==> src/rtl/esd_pkg.sv <==
// shared types and constants for the escape sequence decoder
// character codes, decoder mode encoding and result queue sizing
// no dependencies
`timescale 1ns / 1ps
`default_nettype none

package esd_pkg;

   // characters of interest
   localparam logic [7:0] CHAR_NUL    = 8'h00;
   localparam logic [7:0] CHAR_BSLASH = 8'h5C;
   localparam logic [7:0] CHAR_QUOTE  = 8'h22;
   localparam logic [7:0] CHAR_N      = 8'h6E;
   localparam logic [7:0] CHAR_R      = 8'h72;
   localparam logic [7:0] CHAR_T      = 8'h74;
   localparam logic [7:0] CHAR_E      = 8'h65;
   localparam logic [7:0] CHAR_X      = 8'h78;

   // decoded control bytes
   localparam logic [7:0] BYTE_BSLASH = 8'h5C;
   localparam logic [7:0] BYTE_QUOTE  = 8'h22;
   localparam logic [7:0] BYTE_LF     = 8'h0A;
   localparam logic [7:0] BYTE_CR     = 8'h0D;
   localparam logic [7:0] BYTE_TAB    = 8'h09;
   localparam logic [7:0] BYTE_ESC    = 8'h1B;

   localparam int ACCUM_W = 9;

   // result queue sizing
   localparam int QUEUE_DEPTH = 4;
   localparam int QUEUE_PTR_W = 2;
   localparam int QUEUE_CNT_W = 3;

   typedef enum logic [5:0] {
      MODE_NORMAL = 6'b000001,
      MODE_ESC    = 6'b000010,
      MODE_HEX0   = 6'b000100,
      MODE_HEX1   = 6'b001000,
      MODE_OCT1   = 6'b010000,
      MODE_OCT2   = 6'b100000
   } mode_type;

   typedef struct packed {
      logic [7:0] data;
      logic       is_end;
   } result_type;

   typedef struct packed {
      logic       last;
      result_type res;
   } entry_type;

   typedef struct packed {
      mode_type             mode;
      logic [ACCUM_W-1:0]   accum;
      logic [1:0]           count;
      result_type           r0;
      result_type           r1;
   } dec_type;

   typedef struct packed {
      logic                   room;
      logic [QUEUE_CNT_W-1:0] level;
   } queue_status_type;

endpackage

`default_nettype wire

==> src/rtl/esd_decode.sv <==
// combinational decode of one character against the current escape state
// gives the next state and up to two results
// depends on esd_pkg
`timescale 1ns / 1ps
`default_nettype none

module esd_decode (
   input  wire logic [7:0]                  char_in,
   input  wire esd_pkg::mode_type           mode,
   input  wire logic [esd_pkg::ACCUM_W-1:0] accum,
   output esd_pkg::dec_type                 dec
);
   import esd_pkg::*;

   // append one result to the list
   function automatic dec_type add_result(input dec_type d, input logic [7:0] b,
                                          input logic e);
      dec_type r;
      r = d;
      if (d.count == 2'd0) begin
         r.r0.data   = b;
         r.r0.is_end = e;
      end else begin
         r.r1.data   = b;
         r.r1.is_end = e;
      end
      r.count = d.count + 2'd1;
      return r;
   endfunction

   // character handled as ordinary text
   function automatic dec_type do_plain(input dec_type d, input logic [7:0] c);
      dec_type r;
      r = d;
      if (c == CHAR_NUL) begin
         r       = add_result(r, 8'h00, 1'b1);
         r.mode  = MODE_NORMAL;
         r.accum = '0;
      end else if (c == CHAR_BSLASH) begin
         r.mode = MODE_ESC;
      end else begin
         r      = add_result(r, c, 1'b0);
         r.mode = MODE_NORMAL;
      end
      return r;
   endfunction

   logic       is_oct;
   logic       is_dec;
   logic       is_alpha_hex;
   logic       is_hex;
   logic [3:0] hex_val;

   always_comb begin
      is_oct       = char_in inside {[8'h30:8'h37]};
      is_dec       = char_in inside {[8'h30:8'h39]};
      is_alpha_hex = char_in inside {[8'h61:8'h66], [8'h41:8'h46]};
      is_hex       = is_dec || is_alpha_hex;
      // letters a-f and A-F share the low nibble pattern 1..6
      hex_val      = is_alpha_hex ? (char_in[3:0] + 4'd9) : char_in[3:0];
   end

   always_comb begin
      dec       = '0;
      dec.mode  = mode;
      dec.accum = accum;
      case (mode)
         MODE_ESC: begin
            dec.mode = MODE_NORMAL;
            case (char_in)
               CHAR_BSLASH: dec = add_result(dec, BYTE_BSLASH, 1'b0);
               CHAR_QUOTE:  dec = add_result(dec, BYTE_QUOTE, 1'b0);
               CHAR_N:      dec = add_result(dec, BYTE_LF, 1'b0);
               CHAR_R:      dec = add_result(dec, BYTE_CR, 1'b0);
               CHAR_T:      dec = add_result(dec, BYTE_TAB, 1'b0);
               CHAR_E:      dec = add_result(dec, BYTE_ESC, 1'b0);
               CHAR_X:      dec.mode = MODE_HEX0;
               default: begin
                  if (is_oct) begin
                     dec.accum = {6'd0, char_in[2:0]};
                     dec.mode  = MODE_OCT1;
                  end else begin
                     dec = do_plain(dec, char_in);
                  end
               end
            endcase
         end
         MODE_HEX0: begin
            if (is_hex) begin
               dec.accum = {5'd0, hex_val};
               dec.mode  = MODE_HEX1;
            end else begin
               dec.mode = MODE_NORMAL;
               dec      = do_plain(dec, char_in);
            end
         end
         MODE_HEX1: begin
            dec.mode = MODE_NORMAL;
            if (is_hex) begin
               dec       = add_result(dec, {accum[3:0], hex_val}, 1'b0);
               dec.accum = '0;
            end else begin
               // flush the held digit, then treat the character as text
               dec       = add_result(dec, accum[7:0], 1'b0);
               dec.accum = '0;
               dec       = do_plain(dec, char_in);
            end
         end
         MODE_OCT1: begin
            if (is_oct) begin
               dec.accum = {accum[5:0], char_in[2:0]};
               dec.mode  = MODE_OCT2;
            end else begin
               dec.mode  = MODE_NORMAL;
               dec       = add_result(dec, accum[7:0], 1'b0);
               dec.accum = '0;
               dec       = do_plain(dec, char_in);
            end
         end
         MODE_OCT2: begin
            dec.mode = MODE_NORMAL;
            if (is_oct) begin
               // third digit: keep only the low byte
               dec       = add_result(dec, {accum[4:0], char_in[2:0]}, 1'b0);
               dec.accum = '0;
            end else begin
               dec       = add_result(dec, accum[7:0], 1'b0);
               dec.accum = '0;
               dec       = do_plain(dec, char_in);
            end
         end
         default: begin
            dec.mode = MODE_NORMAL;
            dec      = do_plain(dec, char_in);
         end
      endcase
   end

endmodule

`default_nettype wire

==> src/rtl/esd_out_queue.sv <==
// small register queue of decoded results, takes up to two per cycle
// and hands out one per cycle on rsp_ while rsp_tready is high
// depends on esd_pkg
`timescale 1ns / 1ps
`default_nettype none

module esd_out_queue (
   input  wire logic                     clock,
   input  wire logic                     reset,
   input  wire logic [1:0]               push_count,
   input  wire esd_pkg::result_type      push_r0,
   input  wire esd_pkg::result_type      push_r1,
   output esd_pkg::queue_status_type     status,
   output logic                          rsp_tvalid,
   input  wire logic                     rsp_tready,
   output logic [7:0]                    rsp_tdata,   // byte_out
   output logic                          rsp_tuser,   // is_end
   output logic                          rsp_tlast    // last_of_step
);
   import esd_pkg::*;

   localparam logic [QUEUE_CNT_W-1:0] ROOM_LIMIT = QUEUE_CNT_W'(QUEUE_DEPTH - 2);

   entry_type              entry_ff [QUEUE_DEPTH];
   logic [QUEUE_PTR_W-1:0] wr_ptr_ff, wr_ptr_in;
   logic [QUEUE_PTR_W-1:0] rd_ptr_ff, rd_ptr_in;
   logic [QUEUE_CNT_W-1:0] level_ff, level_in;
   logic                   pop;
   entry_type              head;

   always_comb begin
      head       = entry_ff[rd_ptr_ff];
      rsp_tvalid = (level_ff != '0);
      rsp_tdata  = head.res.data;
      rsp_tuser  = head.res.is_end;
      rsp_tlast  = head.last;
      pop        = rsp_tvalid && rsp_tready;

      wr_ptr_in  = wr_ptr_ff + QUEUE_PTR_W'(push_count);
      rd_ptr_in  = rd_ptr_ff + QUEUE_PTR_W'(pop);
      level_in   = level_ff + QUEUE_CNT_W'(push_count) - QUEUE_CNT_W'(pop);

      // accept a new request only while two slots are surely free
      status.room  = (level_ff <= ROOM_LIMIT);
      status.level = level_ff;
   end

   always_ff @(posedge clock) begin
      if (reset) begin
         wr_ptr_ff <= '0;
         rd_ptr_ff <= '0;
         level_ff  <= '0;
      end else begin
         wr_ptr_ff <= wr_ptr_in;
         rd_ptr_ff <= rd_ptr_in;
         level_ff  <= level_in;
      end
   end

   always_ff @(posedge clock) begin
      if (push_count != 2'd0) begin
         entry_ff[wr_ptr_ff].res  <= push_r0;
         entry_ff[wr_ptr_ff].last <= (push_count == 2'd1);
      end
      if (push_count == 2'd2) begin
         entry_ff[wr_ptr_ff + QUEUE_PTR_W'(1)].res  <= push_r1;
         entry_ff[wr_ptr_ff + QUEUE_PTR_W'(1)].last <= 1'b1;
      end
   end

endmodule

`default_nettype wire

==> src/rtl/escape_sequence_decoder.sv <==
// Escape sequence decoder: turns a stream of C-style escaped characters into
// decoded bytes, one character per request on the req_ channel.
// A zero character ends the string and yields an end marker on rsp_ with
// rsp_tuser high and rsp_tdata zero. rsp_tlast marks the last result that a
// request causes; a request gives zero, one or two results.
// A result passes from the input register through decode into the result
// queue and is presented on rsp_ from there; while the queue lacks room the
// request waits in the input register.
// Throughput: one request per cycle while each gives at most one result and
// rsp_tready stays high; a request that flushes held digits and also emits a
// byte or end marker gives two results, which share the single result port.
// The four-entry result queue lets requests keep flowing while a result
// waits; req_tready drops only when fewer than two queue slots are free.
// Reset (synchronous, active high) empties the queue, drops any held
// request and returns the decoder to plain text mode with no held digits.
// When the receiver stalls, results wait in the queue and the input side
// stalls once the queue fills; no result is lost or repeated.
// Depends on esd_pkg, esd_decode and esd_out_queue.
`timescale 1ns / 1ps
`default_nettype none

module escape_sequence_decoder (
   input  wire logic       clock,
   input  wire logic       reset,
   input  wire logic       req_tvalid,
   output logic            req_tready,
   input  wire logic [7:0] req_tdata,    // char_in
   output logic            rsp_tvalid,
   input  wire logic       rsp_tready,
   output logic [7:0]      rsp_tdata,    // byte_out
   output logic            rsp_tuser,    // is_end
   output logic            rsp_tlast     // last_of_step
);
   import esd_pkg::*;

   logic               in_valid_ff, in_valid_in;
   logic [7:0]         in_char_ff;
   mode_type           mode_ff, mode_in;
   logic [ACCUM_W-1:0] accum_ff, accum_in;
   dec_type            dec;
   queue_status_type   q_status;
   logic               advance;
   logic [1:0]         push_count;

   esd_decode u_decode (
      .char_in (in_char_ff),
      .mode    (mode_ff),
      .accum   (accum_ff),
      .dec     (dec)
   );

   always_comb begin
      advance     = in_valid_ff && q_status.room;
      req_tready  = !in_valid_ff || advance;
      in_valid_in = (req_tvalid && req_tready) || (in_valid_ff && !advance);
      push_count  = advance ? dec.count : 2'd0;
      mode_in     = advance ? dec.mode : mode_ff;
      accum_in    = advance ? dec.accum : accum_ff;
   end

   always_ff @(posedge clock) begin
      if (reset) begin
         in_valid_ff <= 1'b0;
         mode_ff     <= MODE_NORMAL;
         accum_ff    <= '0;
      end else begin
         in_valid_ff <= in_valid_in;
         mode_ff     <= mode_in;
         accum_ff    <= accum_in;
      end
   end

   always_ff @(posedge clock) begin
      if (req_tvalid && req_tready) begin
         in_char_ff <= req_tdata;
      end
   end

   esd_out_queue u_out_queue (
      .clock      (clock),
      .reset      (reset),
      .push_count (push_count),
      .push_r0    (dec.r0),
      .push_r1    (dec.r1),
      .status     (q_status),
      .rsp_tvalid (rsp_tvalid),
      .rsp_tready (rsp_tready),
      .rsp_tdata  (rsp_tdata),
      .rsp_tuser  (rsp_tuser),
      .rsp_tlast  (rsp_tlast)
   );

`ifndef SYNTH
   // a held request that cannot move keeps its character
   assert property (@(posedge clock) disable iff (reset)
      in_valid_ff && !advance |=> in_valid_ff && $stable(in_char_ff))
      else $error("held request lost or changed");

   // the queue never overfills
   assert property (@(posedge clock) disable iff (reset)
      q_status.level <= QUEUE_CNT_W'(QUEUE_DEPTH))
      else $error("result queue overflow");

   // an end marker leaves the decoder in plain text mode with no digits held
   assert property (@(posedge clock) disable iff (reset)
      advance && ((dec.count != 2'd0 && dec.r0.is_end) ||
                  (dec.count == 2'd2 && dec.r1.is_end))
      |=> mode_ff == MODE_NORMAL && accum_ff == '0)
      else $error("state not cleared after end marker");

   // results pushed into the queue are always presented on rsp_
   assert property (@(posedge clock) disable iff (reset)
      push_count != 2'd0 |=> rsp_tvalid)
      else $error("pushed result not presented");
`endif

endmodule

`default_nettype wire
==> config.mk <==
export PLATFORM = sky130hd
export DESIGN_NAME = escape_sequence_decoder
export DESIGN_NICKNAME = d
export VERILOG_FILES = /design/src/rtl/esd_pkg.sv /design/src/rtl/esd_decode.sv /design/src/rtl/esd_out_queue.sv /design/src/rtl/escape_sequence_decoder.sv
export SDC_FILE = /design/constraint.sdc
export NUM_CORES = 1
export LEC_CHECK = 0
export ABC_CLOCK_PERIOD_IN_PS = 3800
export BUFFER_PORTS_ARGS = -buffer_cell sky130_fd_sc_hd__buf_2
export CORE_ASPECT_RATIO = 1.75
export CORE_MARGIN = 2
export CORE_UTILIZATION = 62
export CTS_BUF_LIST = sky130_fd_sc_hd__clkbuf_8
export CTS_CLUSTER_SIZE = 10
export DETAILED_ROUTE_END_ITERATION = 8
export GPL_ROUTABILITY_DRIVEN = 0
export PLACE_DENSITY = 0.81
export SYNTH_ARGS = -nofsm -noshare
export SYNTH_HDL_FRONTEND = slang
export SYNTH_SLANG_ARGS = --single-unit
==> constraint.sdc <==
create_clock -name clock -period 3.8 [get_ports clock]
set_clock_uncertainty 0.05 [all_clocks]
set_input_delay 1.14 -clock clock [delete_from_list [all_inputs] [get_ports clock]]
set_output_delay 1.14 -clock clock [all_outputs]
set_load 0.005 [all_outputs]
### Word-level counts from Yosys, hierarchy flattened

Memories as Yosys holds them, arrays and structs flattened. A register that Yosys moved wholly into a read port is not among the register bits.
Cells that the tools add are included.

* flip-flop bits (word level): 31
* bits in writable memories: 40
* memories: 1
* input bits: 12
* output and inout port bits: 12

Memories
* u_out_queue.entry_ff: words 4, width 10, read ports 1, clocked after Yosys merged registers in 1, write ports 2, line esd_out_queue.sv:24 `entry_type entry_ff [QUEUE_DEPTH];`

* multiplexer cells: 24
* order comparisons: 8
* eq/ne operators: 22
* reduce and logical (&&, ||, !) cells: 19
* add/subtract/negate cells: 6

Operators by type and width (count)
* 29-bit one-hot mux with 7 select lines: 1
* 35-bit one-hot mux with 5 select lines: 1
* 31-bit two-way mux: 3
* 20-bit two-way mux: 4
* 8-bit by 7-bit equality test with 1-bit output (second input constant): 6
* 15-bit two-way mux: 3
* 35-bit two-way mux: 1
* 29-bit two-way mux: 1
* 19-bit two-way mux: 1
* 8-bit by 7-bit >= comparator with 1-bit output (second input constant): 2
* 8-bit by 6-bit less-or-equal comparator with 1-bit output (second input constant): 2
* 8-bit by 7-bit less-or-equal comparator with 1-bit output (second input constant): 2
* 2-bit != test (second input constant): 7
* 6-bit one-hot mux with 2 select lines: 1
* 9-bit AND reduction: 1
* 8-bit by 6-bit equality test with 1-bit output (second input constant): 1
* 8-bit by 6-bit >= comparator with 1-bit output (second input constant): 1
* 1-bit logical AND: 8
* 8-bit zero test: 1
* 6-bit by 2-bit equality test with 1-bit output (second input constant): 1
* 6-bit by 3-bit equality test with 1-bit output (second input constant): 1
* 6-bit by 4-bit equality test with 1-bit output (second input constant): 1
* 6-bit by 5-bit equality test with 1-bit output (second input constant): 1
* 6-bit equality test (second input constant): 1
* 18 further kinds: 27

### Depth between registers and ports, before layout

Gate-level depths: netlist of the first run.

* depth after elaboration: 10
* depth in mapped cells: 14
* mapped depth without buffers: 12

### Hierarchy

Synthesis of the first run repeated with hierarchy kept, for this count alone.

* cell total of the unflattened synthesis: 443
* area total of the unflattened synthesis: 4659.5 um2

Modules (own cells, without submodules)
* esd_out_queue: cells each 160, area an instance 2352.3 um2, instances 1
* esd_decode: cells each 198, area an instance 1288.7 um2, instances 1
* escape_sequence_decoder: cells each 85, area an instance 1018.5 um2, instances 1

### Least setup slack after synthesis of the first run

No wires, ideal clock.

* path kind: register -> register
* start: register in_char_ff[1]
* end: register u_out_queue.level_ff[2]
* cell stages (with the launch flop): 15
* data required time: 3.622 ns
* path slack: 0.645 ns
* library setup time: 0.128 ns
* arrival: 2.977 ns
* path buffers: 2
* cells stage by stage: edfxtp_1 > buf_2 > inv_1 > ha_1 > nand2b_1 > o211a_1 > o31ai_2 > and4_1 > buf_6 > inv_4 > ha_1 > fa_1 > xnor2_1 > xnor2_1 > nor2_1

* longest elaborated chain between the ends: 9
* elaborated cells between the ends (all ways): 35
* those cells by class: add/sub: 2; order compare: 7; eq/ne: 7; mux: 12; reduce/logical: 7

Ends and longest elaborated chain
* start: declaration: line escape_sequence_decoder.sv:37 `logic [7:0] in_char_ff;`
* start signal: assignment: line escape_sequence_decoder.sv:75 `in_char_ff <= req_tdata;`
* branches (longest 5 deep; another with 8-bit by 6-bit >= comparator with 1-bit output)
* 35-bit one-hot mux with 5 select lines (*): line esd_decode.sv:67 `case (mode)`
* 2-bit two-way mux (*): line escape_sequence_decoder.sv:56 `push_count = advance ? dec.count : 2'd0;`
* 3-bit by 2-bit adder with 3-bit output (*): line esd_out_queue.sv:41 `level_in = level_ff + QUEUE_CNT_W'(push_count) - QUEUE_CNT_W'(pop);`
* 3-bit by 1-bit subtractor with 3-bit output (*): line esd_out_queue.sv:41
* end signal: assignment: line esd_out_queue.sv:56 `level_ff <= level_in;`
* end: declaration: line esd_out_queue.sv:27 `logic [QUEUE_CNT_W-1:0] level_ff, level_in;`

Every way passes the cells marked *. The select of a mux whose other input is x is not followed.
A chain may end at the register's enable or synchronous reset.

==> results of run 1 <==
## cell usage after synthesis (3+ instances only)
cell       count
nor4_1         4
ha_1           8
buf_6          6
a211oi_1       7
and3b_1        3
edfxtp_1      44
buf_2          5
nand3_1       17
clkbuf_1      12
dfxtp_1       26
nand4_1        5
nor2b_1        3
a31oi_1        4
and3_1         5
o22ai_1       23
a221o_1        5
inv_1         13
xnor2_1        6
o32ai_1        4
and2_1         9
o2111ai_1      3
nor3_1         6
xor2_1         3
nor2_1        30
a21oi_1       25
o21ai_0       17
nand2_1       47
a22oi_1        9
o211ai_1       7
o21ai_1        4
mux4_2        10
a211o_1        3
nand2b_1       6
buf_4          3
## power by group through the flow
stage	registers [mW]	clock network [mW]	logic, mW
global placement	0.980	0	0.443
finish	0.970	0.516	0.470
CTS	0.971	0.518	0.469
floorplan	0.915	0	0.389
global route	0.982	0.544	0.516
detailed placement	0.988	0	0.465
## flip-flops by register name (all words and copies together) (netlist names)
name / flops
mode_ff: 6
u_out_queue.wr_ptr_ff: 2
in_valid_ff: 1
accum_ff: 8
u_out_queue.level_ff: 3
u_out_queue.entry_ff: 40
in_char_ff: 8
u_out_queue.rd_ptr_ff: 2
## area by class of cell
cell class | count | area (sq um) | share of cell area (%)
inverter | 14 | 55.1 | 1.17
timing repair buffer | 39 | 235 | 4.98
clock buffer | 9 | 124 | 2.62
tap | 84 | 105 | 2.23
multi-input combinational | 329 | 2320 | 49.1
sequential | 70 | 1840 | 39.0
clock inverter | 7 | 40.0 | 0.848
## kinds of logic (layout without fill, tap and decap cells)
group	Yosys count	count (layout)
multiplexers	12	12
adder cells (fa/ha/maj)	9	9
XOR/XNOR	9	9
flip-flops	70	70
AND/OR/NAND/NOR	158	158
AO/OA/AOI/OAI	141	141
buffers and inverters	41	69
## final timing paths
path,startpoint,end,slack [ns],depth (start not counted)
max,in_char_ff[0]$_DFFE_PP_,u_out_queue.entry_ff[3][5]$_DFFE_PP_,0.29,9
min,in_valid_ff$_SDFF_PP0_,in_valid_ff$_SDFF_PP0_,0.48,2
min reg2reg,in_valid_ff$_SDFF_PP0_,in_valid_ff$_SDFF_PP0_,0.48,2
max reg2reg,in_char_ff[0]$_DFFE_PP_,u_out_queue.entry_ff[3][5]$_DFFE_PP_,0.29,9
## critical path, stage by stage (launching register included)
cell	delay [ns]
edfxtp_1	0.59
inv_1	0.17
ha_1	0.25
o21bai_1	0.25
a211oi_2	0.15
o31ai_2	0.38
and4_1	0.31
buf_4	0.26
nand2_1	0.29
nand2_1	0.46
## through the flow
| step | area, sq um | std cells | total power [mW] | worst slack, ns |
|---|---|---|---|---|
| after floorplan | 4380 | 440 | 1.30 | 0.645 |
| after global placement | 4560 | 536 | 1.42 | 0.493 |
| after detailed placement | 4560 | 536 | 1.45 | 0.382 |
| after CTS | 4720 | 552 | 1.96 | 0.358 |
| after global routing | 4720 | 552 | 2.04 | 0.169 |
| final | 4720 | 552 | 1.96 | 0.295 |
## metal layers
layer,routed length (um),share of wire [%],up-vias
met5,0,0,-
met3,969,8.0,92
met4,906,7.5,0
met2,6370,52,279
li1,-,-,1758
met1,3900,32,1848
==> results.md, run 1 <==
* Status: completed
* Met2 usage at roughly three fifths
* Post-cts resize count at 0
* Post-synth EDFFs at between 40 and 50
* H-tree depth at 3
* Final hold violation count at 0
* Initial Util at 63.9%
* First-pass GRT wire length at ~20 mm
* Total gr overflow at 0
* Post-DP HPWL at around 9.1 mm
* Largest net degree at the start of global routing at 24
* Synth Area in XOR/XNOR at roughly 1.8%
* Sw Share at a little under a third
* Netlist cell types at 77
* Area contributors post-synth: edfxtp_1 30%, dfxtp_1 12%, mux4_2 5.1%
* RSZ-0062 raised after global routing: no
* Final setup fails at 0
* Total die area at 0.00778 sq mm
* # fillers at around 540
* Max VDD drop at about 0.28 mV
* Asr flop ratio synth at 0%
* Post-route ant nets at 0
* Synthesized area at approximately 0.0044 sq mm
* WP data arrival at approximately 3.5 ns
* GR Util met3 at roughly 6.8%
* Worst Tran Pin Value at roughly 0.85 ns
* Vias in the first global route at between 3k and 4k
* Avg Cell Area, Syn at roughly 10 sq um
* Commonest cells after routing, fill and taps aside: 47 x nand2_1, 44 x edfxtp_1, 30 x nor2_1
* Gr usage total at between 30% and 40%
* DRT iter0 DRCs at between 400 and 500
* Period utilisation layout at between 90 and 100%
* Clock power share at a little over a quarter
* Fin. max-slew vios at 0
* Cells after synthesis at 440
* Final wirelength at approximately 12 mm
* Growth of design area from synthesis to finish at 7.77%
* Ports at 24
* Initial antenna violation count at 0
* FP Rows at 40
* # Post-CTS Setup Buffers at 0
* P_int at approximately 1.3 mW
* M1 GR Usage at between 30% and 40%
* Die W at 67.5 um
* Comb power frac at between 20% and 30%
* Final core utilization at between 60% and 70%
* # Max-Cap Violations at 0
* Crit. End Element: flip-flop
* Core ar. at a little under 0.007 sq mm
* Final Critical Period at between 3 and 4 ns
* CP Launch Type: flip-flop
* Via density at around 7.2
* DRC viols at 0
* Pwr dens at 414 mW/mm^2
* Critical path peak fanout at 14
* Synth Area in Adders at 2.74%
* Compound-Gate Fraction of Synth Area at a little under a quarter
* Mux share of post-synthesis cell area at 5.63%
* Clk sinks at 70
* Main combinational cell family by area after synthesis: compound AO/OA/AOI/OAI gates
* WHS at 0.477 ns
* Setup tns final at 0 ns
* Synthesized Nets at approximately 460
* Clk root buf: clkbuf_8
* Ant. Diodes at 0
* Maximum root-to-sink buffer count at 2
* I/O Buffers at 23
* Share of cells above drive strength 1 at between 10% and 20%
* Die Span Y at approximately 120 um
* DR WL/cell at approximately 22 um
* Pleak at around 1.7 nW
* Vias at ~4.0k
* Flop pwr share at between 40 and 50%
* Seq/Total Area, Yosys at 42.0%
* Rel. slew slack at ~43%
* Synth Flop Type: edfxtp_1
* Simple-gate area share of the yosys netlist at between 10% and 20%
* GR peak layer: met2
* Highest Clock Rate at between 200 and 300 MHz
* Router iterations before antenna repair at 5
* Clock-pin slew on the worst setup and hold paths at 0.07 ns
* Worst Hold Class: reg -> reg
* CTS tree: done
* Yosys reg bits at 70
* Later-pin clock latency in the skew report at around 0.36 ns
* Post-synth top area cell: edfxtp_1
* Most common cell after layout, fill and taps aside: nand2_1
* Yosys top cell area share at between 30% and 40%
* Critical path data required time at 3.76 ns
* YS warnings at 0
* WS Path Type: reg -> reg
* # nets final at 484
* NetSw at roughly 0.6 mW
* Num CTS Buffers at 9
* Hold-fix buffers at CTS at 0
Note: power is estimated with default switching activity, not from simulation.
==> run 2: changes to the inputs <==
--- a/config.mk
+++ b/config.mk
@@ -5,7 +5,7 @@
 export SDC_FILE = /design/constraint.sdc
 export NUM_CORES = 1
 export LEC_CHECK = 0
-export ABC_CLOCK_PERIOD_IN_PS = 3800
+export ABC_CLOCK_PERIOD_IN_PS = 3310
 export BUFFER_PORTS_ARGS = -buffer_cell sky130_fd_sc_hd__buf_2
 export CORE_ASPECT_RATIO = 1.75
 export CORE_MARGIN = 2
==> constraint.sdc (replaced) <==
create_clock -name clock -period 3.31 [get_ports clock]
set_clock_uncertainty 0.05 [all_clocks]
set_input_delay 0.993 -clock clock [delete_from_list [all_inputs] [get_ports clock]]
set_output_delay 0.993 -clock clock [all_outputs]
set_load 0.005 [all_outputs]
==> run 2 against run 1 <==
Fmax increased by 12%. Worst setup slack got worse by 0.12 ns. Non-clock buffer count increased by 11. Via count increased by 1.6%. Die area unchanged. Core utilization increased by 1.9 points. Routed wire length decreased by 2.5%. Combinational power increased by 28%. Clock power increased by 24%. Critical path type unchanged. Largest power group unchanged.
==> results.md, run 2 (synthesis gave the netlist of run 1 again) <==
* FP Rows at 40 (unchanged)
* H-tree depth at 3 (unchanged)
* I/O Buffers at 23 (unchanged)
* Max reg flops at 40 (unchanged)
* Initial Util at 63.9% (unchanged)
* CP dominant cell by count: ha_1 (was nand2_1)
* Most common cell after layout, fill and taps aside: nand2_1 (unchanged)
* Crit-path max cell delay at 0.47 ns (was 0.59 ns)
* Pwr dens at 479 mW/mm^2 (was 414 mW/mm^2)
* Fin. max-slew vios at 0 (unchanged)
* Post-route ant nets at 0 (unchanged)
* Final setup fails at 0 (unchanged)
* Maximum root-to-sink buffer count at 2 (unchanged)
* Gr usage total at 32.8% (was 34.9%)
* WS Path Type: reg -> reg (unchanged)
* # nets final at 495 (was 484)
* Critical path peak fanout at 7 (was 14)
* CTS tree: done (unchanged)
* CP max-delay cell: fa_1 (was edfxtp_1)
* Initial antenna violation count at 0 (unchanged)
* Rel. slew slack at 53.4% (was 42.7%)
* Total die area at 0.00778 sq mm (unchanged)
* DR WL/cell at 21.0 um (was 22.0 um)
* Share of cells above drive strength 1 at 20.7% (was 19.0%)
* Largest net degree at the start of global routing at 24 (unchanged)
* RSZ-0062 raised after global routing: no (unchanged)
* Critical path, cell by cell: inv_1 > ha_1 > nand2b_1 > o211a_1 > o31ai_4 > and4_1 > inv_4 > ha_1 > fa_1 > xnor2_2 > xnor2_1 > nor2_1 (was inv_1 > ha_1 > o21bai_1 > a211oi_2 > o31ai_2 > and4_1 > buf_4 > nand2_1 > nand2_1)
* Ant. Diodes at 0 (unchanged)
* Vias in the first global route at 3839 (was 3950)
* Die Span Y at 115 um (unchanged)
* Worst Hold Class: reg -> reg (unchanged)
* Vias at 4039 (was 3977)
* Pleak at 1.75 nW (was 1.66 nW)
* # Post-CTS Setup Buffers at 0 (unchanged)
* PnR Total Power at 2.33 mW (was 1.96 mW)
* Clk sinks at 70 (unchanged)
* # fillers at 523 (was 538)
* Router iterations before antenna repair at 9 (was 5)
* # Max-Cap Violations at 0 (unchanged)
* Crit. End Element: flip-flop (unchanged)
* Highest Clock Rate at 318 MHz (was 285 MHz)
* Post-DP HPWL at 9.05 mm (was 9.11 mm)
* Commonest cells after routing, fill and taps aside: 47 x nand2_1, 44 x edfxtp_1, 30 x nor2_1 (unchanged)
* CP Launch Type: flip-flop (unchanged)
* Later-pin clock latency in the skew report at 0.37 ns (was 0.36 ns)
* Critical path data required time at 3.50 ns (was 3.76 ns)
* Core ar. at 0.00686 sq mm (unchanged)
* Via density at 7.17 (was 7.20)
* Growth of design area from synthesis to finish at 10.7% (was 7.77%)
* Worst Tran Pin Value at 0.693 ns (was 0.851 ns)
* Die W at 67.5 um (unchanged)
* WP data arrival at 3.33 ns (was 3.46 ns)
* Period utilisation layout at 94.9% (was 92.2%)
* Worst Hold Depth at 2 (unchanged)
* Final wirelength at 11.9 mm (was 12.1 mm)
* DRT iter0 DRCs at 474 (was 453)
* WHS at 0.421 ns (was 0.477 ns)
* Final hold violation count at 0 (unchanged)
* Final Critical Period at 3.14 ns (was 3.51 ns)
* Ports at 24 (unchanged)
* R2r worst-path depth at 12 (was 9)
* Num CTS Buffers at 9 (unchanged)
* Max VDD drop at 0.360 mV (was 0.280 mV)
* Largest regs: u_out_queue.entry_ff (40), accum_ff (8), in_char_ff (8) (unchanged)
* Clk root buf: clkbuf_8 (unchanged)
* Final WS setup at 0.170 ns (was 0.295 ns)
* Total gr overflow at 0 (unchanged)
* Status: completed (unchanged)
* First-pass GRT wire length at 18.7 mm (was 19.8 mm)
* Final Instance Area at 0.00485 sq mm (was 0.00472 sq mm)
* Clock-pin slew on the worst setup and hold paths at 0.07 ns (about the same)
* Setup tns final at 0 ns (unchanged)
* Place WS at 0.117 ns (was 0.382 ns)
* Top reg by flops: u_out_queue.entry_ff (unchanged)
* Area post-placement at 0.00465 sq mm (was 0.00456 sq mm)
* DRC viols at 0 (unchanged)
==> run 2: cell count changes in the layout (fill, tap and decap cells not counted), sizes merged <==
cell	previous run	this run
buf	39	50
clkinv	3	1
bufinv	0	1
clkinvlp	1	0
inv	17	19
==> run 2: worst max-delay path, delay by kind of cell, from the launching register on <==
kind	cells	cell delay [ns]
AO/OA/AOI/OAI	2	0.58
adder cells (fa/ha/maj)	3	0.97
buffers and inverters	2	0.21
XOR/XNOR	2	0.31
AND/OR/NAND/NOR	3	0.49
flip-flops	1	0.41
==> run 2: repair_timing <==
action	4_1_cts	5_1_grt
hold buffers	0	0
endpoints found under the hold margin	0	0
resized for setup	0	3
setup endpoints to repair	0	1
==> run 2: area by class of cell <==
type                    count  area [sq um]  area share [%]
flip-flops and latches     70          1840            38.0
well taps                  84           105            2.17
clock inverters             7          53.8            1.11
inverters                  14          55.1            1.13
clock buffers               9           124            2.55
multi-input cells         329          2340            48.3
repair buffers             50           330            6.81
==> run 2: per-layer routing <==
metal	vias up	part of all wire (%)	GRT usage, %	routed length (um)
met1	1851	32	33.3	3840
met3	120	7.5	7.93	889
met5	-	0	0	0
met4	0	9.8	27.6	1160
met2	291	50	54.4	5960
li1	1777	-	-	-
==> run 2: where the power goes <==
part | switching (mW) | total, mW | internal (mW)
Clock | 0.309 | 0.642 | 0.333
Combinational | 0.303 | 0.603 | 0.300
Sequential | 0.0760 | 1.08 | 1.00
Total | 0.688 | 2.33 | 1.64
==> run 2: worst paths after layout <==
| kind | slack [ns] | to | start |
|---|---|---|---|
| min | 0.42 | u_out_queue.entry_ff[3][9]$_SDFFE_PP1P_ | u_out_queue.entry_ff[3][9]$_SDFFE_PP1P_ |
| max | 0.17 | u_out_queue.level_ff[2]$_SDFF_PP0_ | in_char_ff[0]$_DFFE_PP_ |
| max reg2reg | 0.17 | u_out_queue.level_ff[2]$_SDFF_PP0_ | in_char_ff[0]$_DFFE_PP_ |
| min reg2reg | 0.42 | u_out_queue.entry_ff[3][9]$_SDFFE_PP1P_ | u_out_queue.entry_ff[3][9]$_SDFFE_PP1P_ |
==> run 2: through the flow <==
step           util [%]  cells
6_report           70.7    563
5_1_grt            70.7    563
4_1_cts            70.4    563
3_5_place_dp       67.8    547
3_3_place_gp       67.8    547
2_1_floorplan         -    440
